`src/keyframe_curve_evaluator_macros.svh`:
```
// Assertion macros for the keyframe curve evaluator.
// Used by the top level only; needs nothing else.
`ifndef KEYFRAME_CURVE_EVALUATOR_MACROS_SVH
`define KEYFRAME_CURVE_EVALUATOR_MACROS_SVH

// Same-cycle implication, disabled during reset.
`define KCE_ASSERT_IMPL(label, clk, rst, ante, cons, msg) \
  label: assert property (@(posedge clk) disable iff (rst) (ante) |-> (cons)) else $error(msg);

// Next-cycle implication, disabled during reset.
`define KCE_ASSERT_NEXT(label, clk, rst, ante, cons, msg) \
  label: assert property (@(posedge clk) disable iff (rst) (ante) |=> (cons)) else $error(msg);

`endif

```
`src/kce_mul.sv`:
```
// Shared 33 by 32 bit unsigned multiplier with a registered product.
// Standalone; used by the top level sequencer.
module kce_mul (
  input  logic        clk,
  input  logic [32:0] a,
  input  logic [31:0] b,
  output logic [64:0] p
);

  // Product is registered before any further use.
  always_ff @(posedge clk) begin
    p <= 65'(a) * 65'(b);
  end

endmodule

```
`config.mk`:
```
export PLATFORM = sky130hd
export DESIGN_NAME = kce_mul
export DESIGN_NICKNAME = d
export VERILOG_FILES = /design/src/keyframe_curve_evaluator_macros.svh /design/src/kce_mul.sv
export SDC_FILE = /design/constraint.sdc
export NUM_CORES = 2
export LEC_CHECK = 0
export BUFFER_PORTS_ARGS = -buffer_cell sky130_fd_sc_hd__buf_2
export CAP_MARGIN = 20
export CORE_MARGIN = 3
export CORE_UTILIZATION = 35
export CTS_CLUSTER_DIAMETER = 150
export CTS_CLUSTER_SIZE = 12
export DETAILED_ROUTE_END_ITERATION = 7
export GPL_ROUTABILITY_DRIVEN = 1
export PLACE_DENSITY = 0.55
export SLEW_MARGIN = 20
export SYNTH_ARGS = -nofsm -noshare
export SYNTH_HDL_FRONTEND = slang
export SYNTH_SLANG_ARGS = --single-unit
```
`constraint.sdc`:
```
create_clock -name clk -period 9.8 [get_ports clk]
set_clock_uncertainty 0.2 [all_clocks]
set_input_delay 0.49 -clock clk [delete_from_list [all_inputs] [get_ports clk]]
set_output_delay 0.49 -clock clk [all_outputs]
set_load 0.01 [all_outputs]
```
==> impl_metrics.yaml <==
status:
  status: "completed"
clock_network:
  htree_levels: 3
  clk_pin_slew_ns: 0.07
  cts_tree: "yes"
  cts_buffers: 9
  clk_path_buf_depth: 2
  hold_buffers: 0
  ctsResizeCount: 0
  clock-sinks: 65
  clockRootBuffer: "clkbuf_16"
  post_cts_buffers: 0
setup_path:
  slowest_delay_ns: 0.65
  required_ns: 9.82
  end_kind: "flop"
  critical_path_class: "in -> reg"
  start_kind: "input pin"
  worstPathArrival_ns: 8.24
  cp_slowest_cell: "fa_1"
  crit_fanout: 23
  cp_common_cell: "fa_1"
final_layout:
  nets: 5137
  largest-register: "p"
  reg_top3: "p (65)"
  design_area_um2: 37600
  area_delta_synth_final_pct: 5.75
  largest_reg_flops: 65
  post-route-util: 0.374
  drive_above_1_share: 0.0492
yosys:
  syn_avg_cell_area_um2: 9.05
  synth_most_common_cell: "inv_1"
  netlist_area_um2: 35600
  synthCells: 3929
  yosysSeqAreaShare: 0.0366
  synthFlopType: "dfxtp_1"
  yosysTopAreaCellShare: 0.521
  synth_edf_count: 0
  yosys-top-cells-area: "fa_1, inv_1, ha_1"
  ys_types: 67
  synthTopCellsByCount: "inv_1, fa_1, nand2_1"
  ys_ff_latch: 65
  yosys.area.top_type: "fa_1"
  ys_async_sr_fraction: 0
  syn-num-nets: 5185
  yosys_warnings: 0
detailed_routing:
  wirelength_um: 105000
  wl_met1_um: 40500
  met2_wirelength_um: 56300
  top_layer: "met4"
  routed-via-count: 25800
  drtPass1Iterations: 5
  ant_nets: 0
  viasPerCell: 4.92
  wl_per_cell_um: 20.1
  drc: 0
  wl_met3_um: 4180
  drt_iter0_drc: 1276
min_path:
  worst_hold_path.num_cells: 2
  hold_path_end: "p[0]"
  worstHoldStart: "b[0]"
  hp-class: "in -> reg"
global_routing:
  overflow: 0
  track_usage: 0.206
  grt_pass1_vias: 28700
  grt_pass1_wl_um: 167000
  grt_max_degree: 34
  grt_antenna_before_repair: 6
timing:
  finalSetupTns_ns: 0
  worstMarginPinSlew_ns: 0.952
  maxSlewHeadroom: 0.365
  timing.final.crit_share: 0.838
  fmax_mhz: 122
  final-setup-viol-count: 0
  fin_crit_ns: 8.21
  hold_viol: 0
  rsz0062_at_grt: "false"
  slew_violations: 0
die:
  die_h_um: 325
  die_w_um: 325
  dieArea_um2: 105000
  io_pins: 131
  rows: 116
  initial_utilization: 0.354
  core_area_um2: 100000
placement:
  io_buffers: 130
  routabilityCongestion: 0.853
  place_area_um2: 37300
  dp_hpwl_um: 84400
flow_run:
  max-cap-violations: 0
-- cells in the final DEF (no fill, tap or decap), types with 13 or more instances in the layout --
cell type,synthesis,final
nand4_1,13,13
o21bai_1,18,18
buf_4,0,28
a21o_1,26,26
dfxtp_1,65,65
and2_1,488,488
nand2_1,632,632
fa_1,926,926
xnor2_1,33,33
a21oi_1,79,79
buf_2,4,130
inv_1,930,930
ha_1,264,264
nand3_1,20,20
o21ai_0,33,33
nor2_1,37,37
xor2_1,23,23
-- critical path, delay by kind of cell --
family	cells	cell delay [ns]
adders and majority gates	9	4.36
AOI/OAI and AO/OA	8	1.77
buffers and inverters	6	1.12
and+or+nand+nor	2	0.46
-- layout make-up --
class | instances | area [µm²]
fill | 10500 | 62800
multi-input combinational | 2717 | 29900
inverter | 930 | 3490
tap | 1357 | 1700
sequential | 65 | 1300
timing repair buffer | 158 | 861
clock buffer | 9 | 225
clock inverter | 7 | 71.3
antenna | 3 | 7.51
-- layer usage --
layer | track usage | vias to the layer above
met3 | 0.0188 | 168
li1 | - | 11200
met5 | 0 | -
met4 | 0.0702 | 0
met2 | 0.383 | 710
met1 | 0.247 | 13700
-- kinds of logic (layout without fill, tap and decap cells) --
kind of cell / after synthesis / after routing / share of synthesized area
muxes: 1 / 1 / 0.000317
AOI/OAI and AO/OA: 224 / 224 / 0.0417
adders and majority gates: 1190 / 1190 / 0.614
xor gates and xnor gates: 56 / 56 / 0.0138
DFF: 65 / 65 / 0.0366
buffers and inverters: 1147 / 1104 / 0.121
other: 0 / 3 / 0
and+or+nand+nor: 1246 / 1246 / 0.172
-- worst max path at each step --
stage | startpoint | slack [ns] | cells after the start | to
finish | a[20] | 1.59 | 25 | p[61]
global route | b[17] | 1.24 | 23 | p[61]
CTS | a[20] | 1.63 | 25 | p[61]
detailed placement | a[20] | 1.28 | 25 | p[61]
global placement | a[20] | 1.28 | 25 | p[61]
floorplan | a[28] | 2.46 | 26 | p[61]
-- metrics by stage --
stage	std cells	setup WS, ns	hold WS [ns]
after floorplan	3929	2.46	0.417
after global placement	5227	1.28	0.686
after detailed placement	5227	1.28	0.684
after CTS	5243	1.63	0.573
after global routing	5243	1.24	0.620
final	5246	1.59	0.602
Power is left out: the tool's default activity adds up to more than one toggle a clock period on the data nets, which glitch-free logic cannot reach.
