## src/keyframe_curve_evaluator_macros.svh

```systemverilog
// Assertion macros for the keyframe curve evaluator.
// Used by the top level only; needs nothing else.
`ifndef KEYFRAME_CURVE_EVALUATOR_MACROS_SVH
`define KEYFRAME_CURVE_EVALUATOR_MACROS_SVH

// Same-cycle implication, disabled during reset.
`define KCE_ASSERT_IMPL(label, clk, rst, ante, cons, msg) \
  label: assert property (@(posedge clk) disable iff (rst) (ante) |-> (cons)) else $error(msg);

// Next-cycle implication, disabled during reset.
`define KCE_ASSERT_NEXT(label, clk, rst, ante, cons, msg) \
  label: assert property (@(posedge clk) disable iff (rst) (ante) |=> (cons)) else $error(msg);

`endif

```

## src/kce_pkg.sv

```systemverilog
// Shared types and codes for the keyframe curve evaluator.
// Standalone; used by the RAM, the divider and the top level.
package kce_pkg;

  // Default table depth.
  localparam int MAX_KEYS_DEF = 64;

  // Widths of the default RAM instance.
  localparam int RAM_WIDTH_DEF = 32;

  // Item kinds.
  localparam logic [2:0] KIND_WRITE   = 3'd0;
  localparam logic [2:0] KIND_TANGENT = 3'd1;
  localparam logic [2:0] KIND_MODE    = 3'd2;
  localparam logic [2:0] KIND_CLEAR   = 3'd3;
  localparam logic [2:0] KIND_EVAL    = 3'd4;

  // Interpolation modes.
  localparam logic [1:0] MODE_BEZIER  = 2'd0;
  localparam logic [1:0] MODE_LINEAR  = 2'd1;
  localparam logic [1:0] MODE_STEPPED = 2'd2;
  localparam logic [1:0] MODE_AUTO    = 2'd3;

  // Result status codes.
  localparam logic [1:0] ST_INTERP = 2'd0;
  localparam logic [1:0] ST_EMPTY  = 2'd1;
  localparam logic [1:0] ST_HELD   = 2'd2;
  localparam logic [1:0] ST_SAT    = 2'd3;

  // Divider operand width.
  localparam int DIV_W = 33;

  // Request to the shared divider.
  typedef struct packed {
    logic             start;
    logic [DIV_W-1:0] rem_init;
    logic [DIV_W-1:0] num;
    logic [DIV_W-1:0] den;
    logic [5:0]       steps;
  } div_req_t;

endpackage

```

## src/kce_div.sv

```systemverilog
// Shared restoring divider, one quotient bit per cycle.
// Depends on kce_pkg for the request struct.
module kce_div (
  input  logic                           clk,
  input  logic                           rst,
  input  kce_pkg::div_req_t              req,
  output logic                           busy,
  output logic [kce_pkg::DIV_W-1:0]      quo
);

  logic [kce_pkg::DIV_W-1:0] rem;
  logic [kce_pkg::DIV_W-1:0] num;
  logic [kce_pkg::DIV_W-1:0] den;
  logic [5:0]                cnt;
  logic [kce_pkg::DIV_W:0]   sh;
  logic [kce_pkg::DIV_W:0]   diff;
  logic                      fits;

  // Shift the next dividend bit into the partial remainder and try the subtract.
  assign sh   = {rem, num[kce_pkg::DIV_W-1]};
  assign diff = sh - {1'b0, den};
  assign fits = (sh >= {1'b0, den});
  assign busy = (cnt != 6'd0);

  // Step counter.
  always_ff @(posedge clk) begin
    if (rst) begin
      cnt <= 6'd0;
    end else if (req.start) begin
      cnt <= req.steps;
    end else if (busy) begin
      cnt <= cnt - 6'd1;
    end
  end

  // Remainder, dividend and quotient registers.
  always_ff @(posedge clk) begin
    if (req.start) begin
      rem <= req.rem_init;
      num <= req.num;
      den <= req.den;
      quo <= '0;
    end else if (busy) begin
      rem <= fits ? diff[kce_pkg::DIV_W-1:0] : sh[kce_pkg::DIV_W-1:0];
      num <= {num[kce_pkg::DIV_W-2:0], 1'b0};
      quo <= {quo[kce_pkg::DIV_W-2:0], fits};
    end
  end

endmodule

```

## config.mk

```make
export PLATFORM = sky130hd
export DESIGN_NAME = kce_div
export DESIGN_NICKNAME = d
export VERILOG_FILES = /design/src/keyframe_curve_evaluator_macros.svh /design/src/kce_pkg.sv /design/src/kce_div.sv
export SDC_FILE = /design/constraint.sdc
export NUM_CORES = 1
export LEC_CHECK = 0
export BUFFER_PORTS_ARGS = -buffer_cell sky130_fd_sc_hd__buf_4
export CORE_ASPECT_RATIO = 0.9
export CORE_MARGIN = 3
export CORE_UTILIZATION = 55
export CTS_BUF_LIST = sky130_fd_sc_hd__clkbuf_8 sky130_fd_sc_hd__clkbuf_16
export DETAILED_ROUTE_END_ITERATION = 12
export GPL_ROUTABILITY_DRIVEN = 0
export PLACE_DENSITY_LB_ADDON = 0.1
export SYNTH_ARGS = -nofsm -noshare
export SYNTH_HDL_FRONTEND = slang
export SYNTH_SLANG_ARGS = --single-unit
```

## constraint.sdc

```tcl
create_clock -name clk -period 8.92 [get_ports clk]
set_clock_uncertainty 0.2 [all_clocks]
set_input_delay 0.892 -clock clk [delete_from_list [all_inputs] [get_ports clk]]
set_output_delay 0.892 -clock clk [all_outputs]
set_load 0.05 [all_outputs]
```

==> impl_metrics.env, run 1 <==
export IMPL_status="finished, final reports clean"
export IMPL_cts_repair_resized=0
export IMPL_critPathMaxFanout=63
export IMPL_clk_pin_slew_ns=0.06
export IMPL_port_buffers=141
export IMPL_placed_area_mm2=0.00872
export IMPL_path_cells="inv_1 > ha_1 > inv_1 > fa_1 > a21oi_1 > o21a_2 > o31ai_4 > a211oi_2 > o21ai_2 > a211oi_4 > buf_4 > mux2_2 > mux2_2"
export IMPL_wirelength_mm=16.8
export IMPL_synth_nets=900
export IMPL_dp_final_hpwl_mm=11.5
export IMPL_synthDistinctLibCells=66
export IMPL_startpoint_type="flip-flop"
export IMPL_slowest_stage="buf_4"
export IMPL_antenna_found_initial=0
export IMPL_layout_drive_gt1_share_pct=26.3
export IMPL_cts_path_max_buffers=2
export IMPL_start_util_pct=56.5
export IMPL_drc_errors=0
export IMPL_fin_area_mm2=0.00933
export IMPL_io_pins=142
export IMPL_crit_type="flip-flop to flip-flop"
export IMPL_finalSetupViolations=0
export IMPL_synth_async_reset_ratio_pct=0
export IMPL_worst_pin_slew_ns=0.836
export IMPL_end_kind="flip-flop"
export IMPL_critical_path_arrival_ns=3.97
export IMPL_setup_tns_ns=0
export IMPL_finalCritPeriodShare_pct=44.8
export IMPL_ctsHtreeMaxLevel=4
export IMPL_yosysSeqAreaShare_pct=49.6
export IMPL_synth_edff_count=99
export IMPL_synth_ff_type="edfxtp_1"
export IMPL_relSlewSlack_pct=44.3
export IMPL_ant_nets=0
export IMPL_rsz0062_at_grt="false"
export IMPL_ys_warn_count=0
export IMPL_reg2reg_from="num[32]"
export IMPL_crit_required_ns=8.89
export IMPL_fin_nets=1029
export IMPL_cts_tree="yes"
export IMPL_core_area_mm2=0.0134
export IMPL_hold_path_endpoint="quo[32]"
export IMPL_grt_pass1_vias=5901
export IMPL_p_leak_nw=3.92
export IMPL_cts_sinks=138
export IMPL_clockRootBuffer="clkbuf_16"
export IMPL_slowest_delay_ns=0.54
export IMPL_crit_family="compound AO/OA/AOI/OAI gates"
export IMPL_avgSynthCellArea_um2=10.0
export IMPL_route_vias_total=5944
export IMPL_hp_start="quo[32]"
export IMPL_antenna_cells=0
export IMPL_reg2reg_setup_slack_ns=4.92
export IMPL_drt_iter0_markers=387
export IMPL_die_w_um=130
export IMPL_grt_pass1_wl_mm=27.9
export IMPL_setup_ws_ns=4.92
export IMPL_maxSlewViolCount=0
export IMPL_overflow=0
export IMPL_rr_worst_depth=13
export IMPL_die_area_mm2=0.0152
export IMPL_rows=40
export IMPL_die_y_um=117
export IMPL_vias_per_cell=5.57
export IMPL_hold_path_class="flip-flop to flip-flop"
export IMPL_grt_start_max_net_pins=111
export IMPL_r2r_end="rem[24]"
export IMPL_avgRoutedWirePerCell_um=15.7
export IMPL_numCtsBuffers=17
export IMPL_ys_ff_latch=138
export IMPL_synthCells=757
export IMPL_min_period_ns=4.00
export IMPL_clkLatencyLatePin_ns=0.43
export IMPL_grt_use_total_pct=22.5
export IMPL_area_growth_pct=23.2
export IMPL_cts_setup_buffers=0
export IMPL_pwr_density_cell_mw_per_mm2=305
export IMPL_drt_first_pass_iters=6
export IMPL_crit_buf_inv=3
export IMPL_peakVddDrop_v=0.000185
export IMPL_hold_buffers=0
export IMPL_whs_path_depth=2
export IMPL_timing_hold_violations_final=0
export IMPL_netlist_area_mm2=0.00757
export IMPL_maxCapViolations=0
export IMPL_post_place_ws_ns=4.99
export IMPL_fmax_mhz=250
-- worst max path at each step --
| stage | startpoint | endpoint | slack [ns] | cells after the start |
|---|---|---|---|---|
| 2_1_floorplan | req[105] | num[0] | 5.20 | 3 |
| 3_3_place_gp | num[32] | rem[24] | 5.11 | 13 |
| 3_5_place_dp | num[32] | rem[4] | 4.99 | 13 |
| 4_1_cts | num[32] | rem[4] | 4.97 | 13 |
| 5_1_grt | num[32] | rem[29] | 4.65 | 14 |
| 6_report | num[32] | rem[24] | 4.92 | 13 |
-- cells in the final DEF, fill, tap and decap left out, types with 3 or more instances in the layout --
cell type,count
nor3_1,7
ha_1,34
a211oi_1,19
and3_1,5
xor2_1,14
xnor2_1,14
inv_1,64
mux2_2,46
nand3_1,11
nor2b_1,4
nand2b_1,3
nor2_1,52
buf_4,145
nand2_1,106
edfxtp_1,99
a21oi_1,96
o21ai_0,25
mux2i_1,7
inv_4,3
clkbuf_16,22
a21o_1,10
or3_1,3
o21bai_1,4
nand4_1,7
o21ai_1,10
dfxtp_1,39
and2_1,4
-- Yosys cell counts (2+ instances only) --
master | number | area [um^2]
a21o_1 | 10 | 75.1
nand4_1 | 7 | 43.8
nor2b_1 | 4 | 25.0
nor2_1 | 52 | 195
and3_1 | 5 | 31.3
or3_1 | 3 | 18.8
and2_1 | 4 | 25.0
nand3_1 | 11 | 55.1
a21oi_1 | 96 | 480
buf_4 | 3 | 22.5
clkbuf_1 | 25 | 93.8
a21boi_1 | 2 | 15.0
mux2_2 | 46 | 518
edfxtp_1 | 99 | 2970
o21bai_1 | 4 | 30.0
o21ai_1 | 10 | 50.1
o21ai_2 | 2 | 17.5
buf_1 | 2 | 7.51
buf_2 | 4 | 20.0
dfxtp_1 | 39 | 781
a211oi_1 | 19 | 143
buf_6 | 2 | 22.5
o31a_1 | 2 | 17.5
xnor2_1 | 14 | 123
nand2b_1 | 4 | 25.0
ha_1 | 34 | 425
xor2_1 | 14 | 123
mux2i_1 | 7 | 70.1
o21ai_0 | 25 | 125
inv_1 | 60 | 225
nand2_1 | 106 | 398
nor3_1 | 8 | 40.0
-- tightest hold or removal path, cell delays in order, from the launching register on --
cell and delay, ns:
dfxtp_1 0.31, nand2_1 0.05, a21oi_1 0.05
-- state kept, by name (all words and copies together) (netlist names) --
register	flops
den	33
num	33
quo	33
rem	33
cnt	6
-- cells by family (layout without fill, tap and decap cells) --
| logic type | Yosys count | in the layout | share of synthesized area [%] |
|---|---|---|---|
| compound gates | 194 | 194 | 16.1 |
| xor+xnor | 28 | 28 | 3.24 |
| fa+ha+maj | 35 | 35 | 5.88 |
| buf+inv | 96 | 238 | 5.17 |
| flops | 138 | 138 | 49.6 |
| mux | 53 | 53 | 7.76 |
| simple gates | 213 | 213 | 12.3 |
-- per-stage QoR --
step,utilization (%),total power [mW],cells,hold slack [ns]
detailed placement,65.0,2.12,1035,0.254
global route,69.6,3.04,1067,0.293
finish,69.6,2.84,1067,0.268
global placement,65.0,2.09,1035,0.242
CTS,69.6,2.85,1067,0.264
floorplan,-,1.88,757,0.325
-- report_power, final --
part | internal (mW) | leakage [nW] | switching, mW
clock network | 0.436 | 0.318 | 0.271
registers | 0.853 | 1.32 | 0.0674
logic | 0.513 | 2.28 | 0.703
-- area by class of cell --
| cell class | instances | area [um^2] |
|---|---|---|
| Tap cell | 168 | 210 |
| Clock inverter | 10 | 56.3 |
| Multi-Input combinational cell | 523 | 3440 |
| Clock buffer | 22 | 551 |
| Fill cell | 1021 | 4080 |
| Timing Repair Buffer | 146 | 1100 |
| Inverter | 60 | 225 |
| Sequential cell | 138 | 3750 |
-- metal layers --
metal | GRT usage, % | part of all wire (%) | vias up
met2 | 34.3 | 46 | 186
met4 | 6.62 | 1.7 | 0
met1 | 30.1 | 44 | 2781
li1 | - | - | 2950
met5 | 0 | 0 | -
met3 | 8.29 | 8.0 | 27
Note: power is estimated with default switching activity, not from simulation.
==> run 2, diff against run 1 <==
==> constraint.sdc (replaced) <==
create_clock -name clk -period 4 [get_ports clk]
set_clock_uncertainty 0.2 [all_clocks]
set_input_delay 0.4 -clock clk [delete_from_list [all_inputs] [get_ports clk]]
set_output_delay 0.4 -clock clk [all_outputs]
set_load 0.05 [all_outputs]
==> run 2 against run 1 <==
Total power is 120% higher. Worst hold slack worse by 0.25 ns. Routed wire length is 2.2% higher. Via count is 1.8% higher. Critical path type unchanged. First-iteration DRC count is 3.4% higher. Core utilization is 2.6 points higher. Critical path depth is 2 higher.
==> impl_metrics.env, run 2 (synthesis results as in run 1) <==
export IMPL_whs_path_depth=3
export IMPL_antenna_found_initial=0
export IMPL_comb_power_share_pct=44.0
export IMPL_final_common_cell="buf_4"
export IMPL_startpoint_type="flip-flop"
export IMPL_rr_worst_depth=15
export IMPL_port_buffers=141
export IMPL_ant_nets=0
export IMPL_crit_required_ns=3.94
export IMPL_fill_cells=993
export IMPL_avgRoutedWirePerCell_um=15.5
export IMPL_path_cells="inv_1 > ha_1 > inv_1 > fa_1 > a21oi_1 > o21a_2 > o31ai_4 > a211oi_2 > o21ai_2 > a211oi_4 > buf_12 > buf_4 > nor2_1 > a211oi_1 > a21oi_1"
export IMPL_area_growth_pct=27.8
export IMPL_endpoint="rem[15]"
export IMPL_rows=40
export IMPL_grt_pass1_wl_mm=28.2
export IMPL_fmax_mhz=273
export IMPL_finalSetupViolations=0
export IMPL_clockRootBuffer="clkbuf_16"
export IMPL_drt_iter0_markers=400
export IMPL_maxSlewViolCount=0
export IMPL_fin_nets=1069
export IMPL_status="finished, final reports clean"
export IMPL_end_kind="flip-flop"
export IMPL_p_seq_share_pct=32.4
export IMPL_clk_pin_slew_ns=0.06
export IMPL_peakVddDrop_v=0.000410
export IMPL_core_area_mm2=0.0134
export IMPL_vias_per_cell=5.47
export IMPL_startpoint="num[32]"
export IMPL_cts_tree="yes"
export IMPL_slowest_delay_ns=0.41
export IMPL_final_cell_mix="buf_4 (149), nand2_1 (106), edfxtp_1 (99), a21oi_1 (96), inv_1 (62)"
export IMPL_antenna_cells=0
export IMPL_p_sw_mw=2.36
export IMPL_hold_path_class="input pin to flip-flop"
export IMPL_relSlewSlack_pct=53.2
export IMPL_slowest_stage="fa_1"
export IMPL_crit_buf_inv=4
export IMPL_maxCapViolations=0
export IMPL_grt_start_max_net_pins=65
export IMPL_pwr_density_cell_mw_per_mm2=653
export IMPL_min_period_ns=3.67
export IMPL_cts_setup_buffers=0
export IMPL_crit_family="compound AO/OA/AOI/OAI gates"
export IMPL_worst_pin_slew_ns=0.702
export IMPL_die_area_mm2=0.0152
export IMPL_p_int_mw=3.95
export IMPL_finalCritPeriodShare_pct=91.7
export IMPL_clkLatencyLatePin_ns=0.43
export IMPL_io_pins=142
export IMPL_fin_hold_ws_ns=0.0150
export IMPL_wirelength_mm=17.2
export IMPL_switching_share_pct=37.4
export IMPL_ctsHtreeMaxLevel=4
export IMPL_drt_first_pass_iters=5
export IMPL_numCtsBuffers=17
export IMPL_cts_path_max_buffers=2
export IMPL_die_w_um=130
export IMPL_timing_hold_violations_final=0
export IMPL_reg2reg_from="num[32]"
export IMPL_cts_sinks=138
export IMPL_grt_use_total_pct=22.9
export IMPL_grt_pass1_vias=6026
export IMPL_rsz0062_at_grt="false"
export IMPL_overflow=0
export IMPL_p_total_mw=6.32
export IMPL_critPathMaxFanout=26
export IMPL_cts_repair_resized=0
export IMPL_route_vias_total=6052
export IMPL_p_leak_nw=4.06
export IMPL_drc_errors=0
export IMPL_dp_final_hpwl_mm=11.8
export IMPL_cp_depth=15
export IMPL_start_util_pct=56.5
export IMPL_critical_path_arrival_ns=3.61
export IMPL_reg2reg_setup_slack_ns=0.33
export IMPL_r2r_end="rem[15]"
export IMPL_hold_buffers=35
export IMPL_die_y_um=117
export IMPL_crit_type="flip-flop to flip-flop"
export IMPL_p_clk_share_pct=23.5
export IMPL_layout_drive_gt1_share_pct=25.9
export IMPL_setup_tns_ns=0
[run 2: cell count changes in the layout (fill, tap and decap cells not counted)]
cell,delta
dlygate4sd3_1,+35
clkinv_4,+3
buf_4,+4
clkbuf_8,+1
buf_12,+1
clkbuf_16,-4
inv_1,-2
inv_4,-1
clkinv_2,+1
inv_6,+2
[run 2: worst min path at each step]
stage                 start      end  slack (ns)
global placement    quo[32]  quo[32]        0.24
floorplan               rst   cnt[0]        0.27
detailed placement  quo[32]  quo[32]        0.25
CTS                  req[4]   cnt[4]       0.002
finish               req[4]   cnt[4]        0.01
global route         req[2]   cnt[2]        0.02
[run 2: tightest hold or removal path: stages]
cell	delay [ns]
buf_4	0.08
a21oi_1	0.05
nor2_1	0.08
[run 2: cell type report]
cell class	instances	area (um^2)	area share, %
Clock buffer	19	464	4.80
Clock inverter	13	91.3	0.944
Inverter	60	225	2.33
Multi-Input combinational cell	523	3440	35.5
Sequential cell	138	3750	38.8
Tap cell	168	210	2.17
Timing Repair Buffer	186	1500	15.5
[run 2: power by group through the flow]
| stage | clock [mW] | sequential, mW | combinational [mW] |
|---|---|---|---|
| after detailed placement | 0 | 2.07 | 2.72 |
| after global placement | 0 | 2.06 | 2.66 |
| after global routing | 1.57 | 2.08 | 3.11 |
| final | 1.49 | 2.05 | 2.78 |
| after floorplan | 0 | 2.05 | 2.14 |
| after CTS | 1.50 | 2.05 | 2.77 |
[run 2: per-layer routing]
layer	share of wire [%]	global-route usage, %
met2	45	34.0
met5	0	0
met1	46	31.3
met4	2.4	8.31
met3	6.7	7.42
[run 2: through the flow]
stage,instance area (um^2),utilization [%],std cells,setup WS (ns)
after floorplan,7570,-,757,0.560
after global placement,8770,65.4,1040,0.508
after detailed placement,8770,65.4,1040,0.349
after CTS,9680,72.2,1107,0.324
after global routing,9680,72.2,1107,0.100
final,9680,72.2,1107,0.331
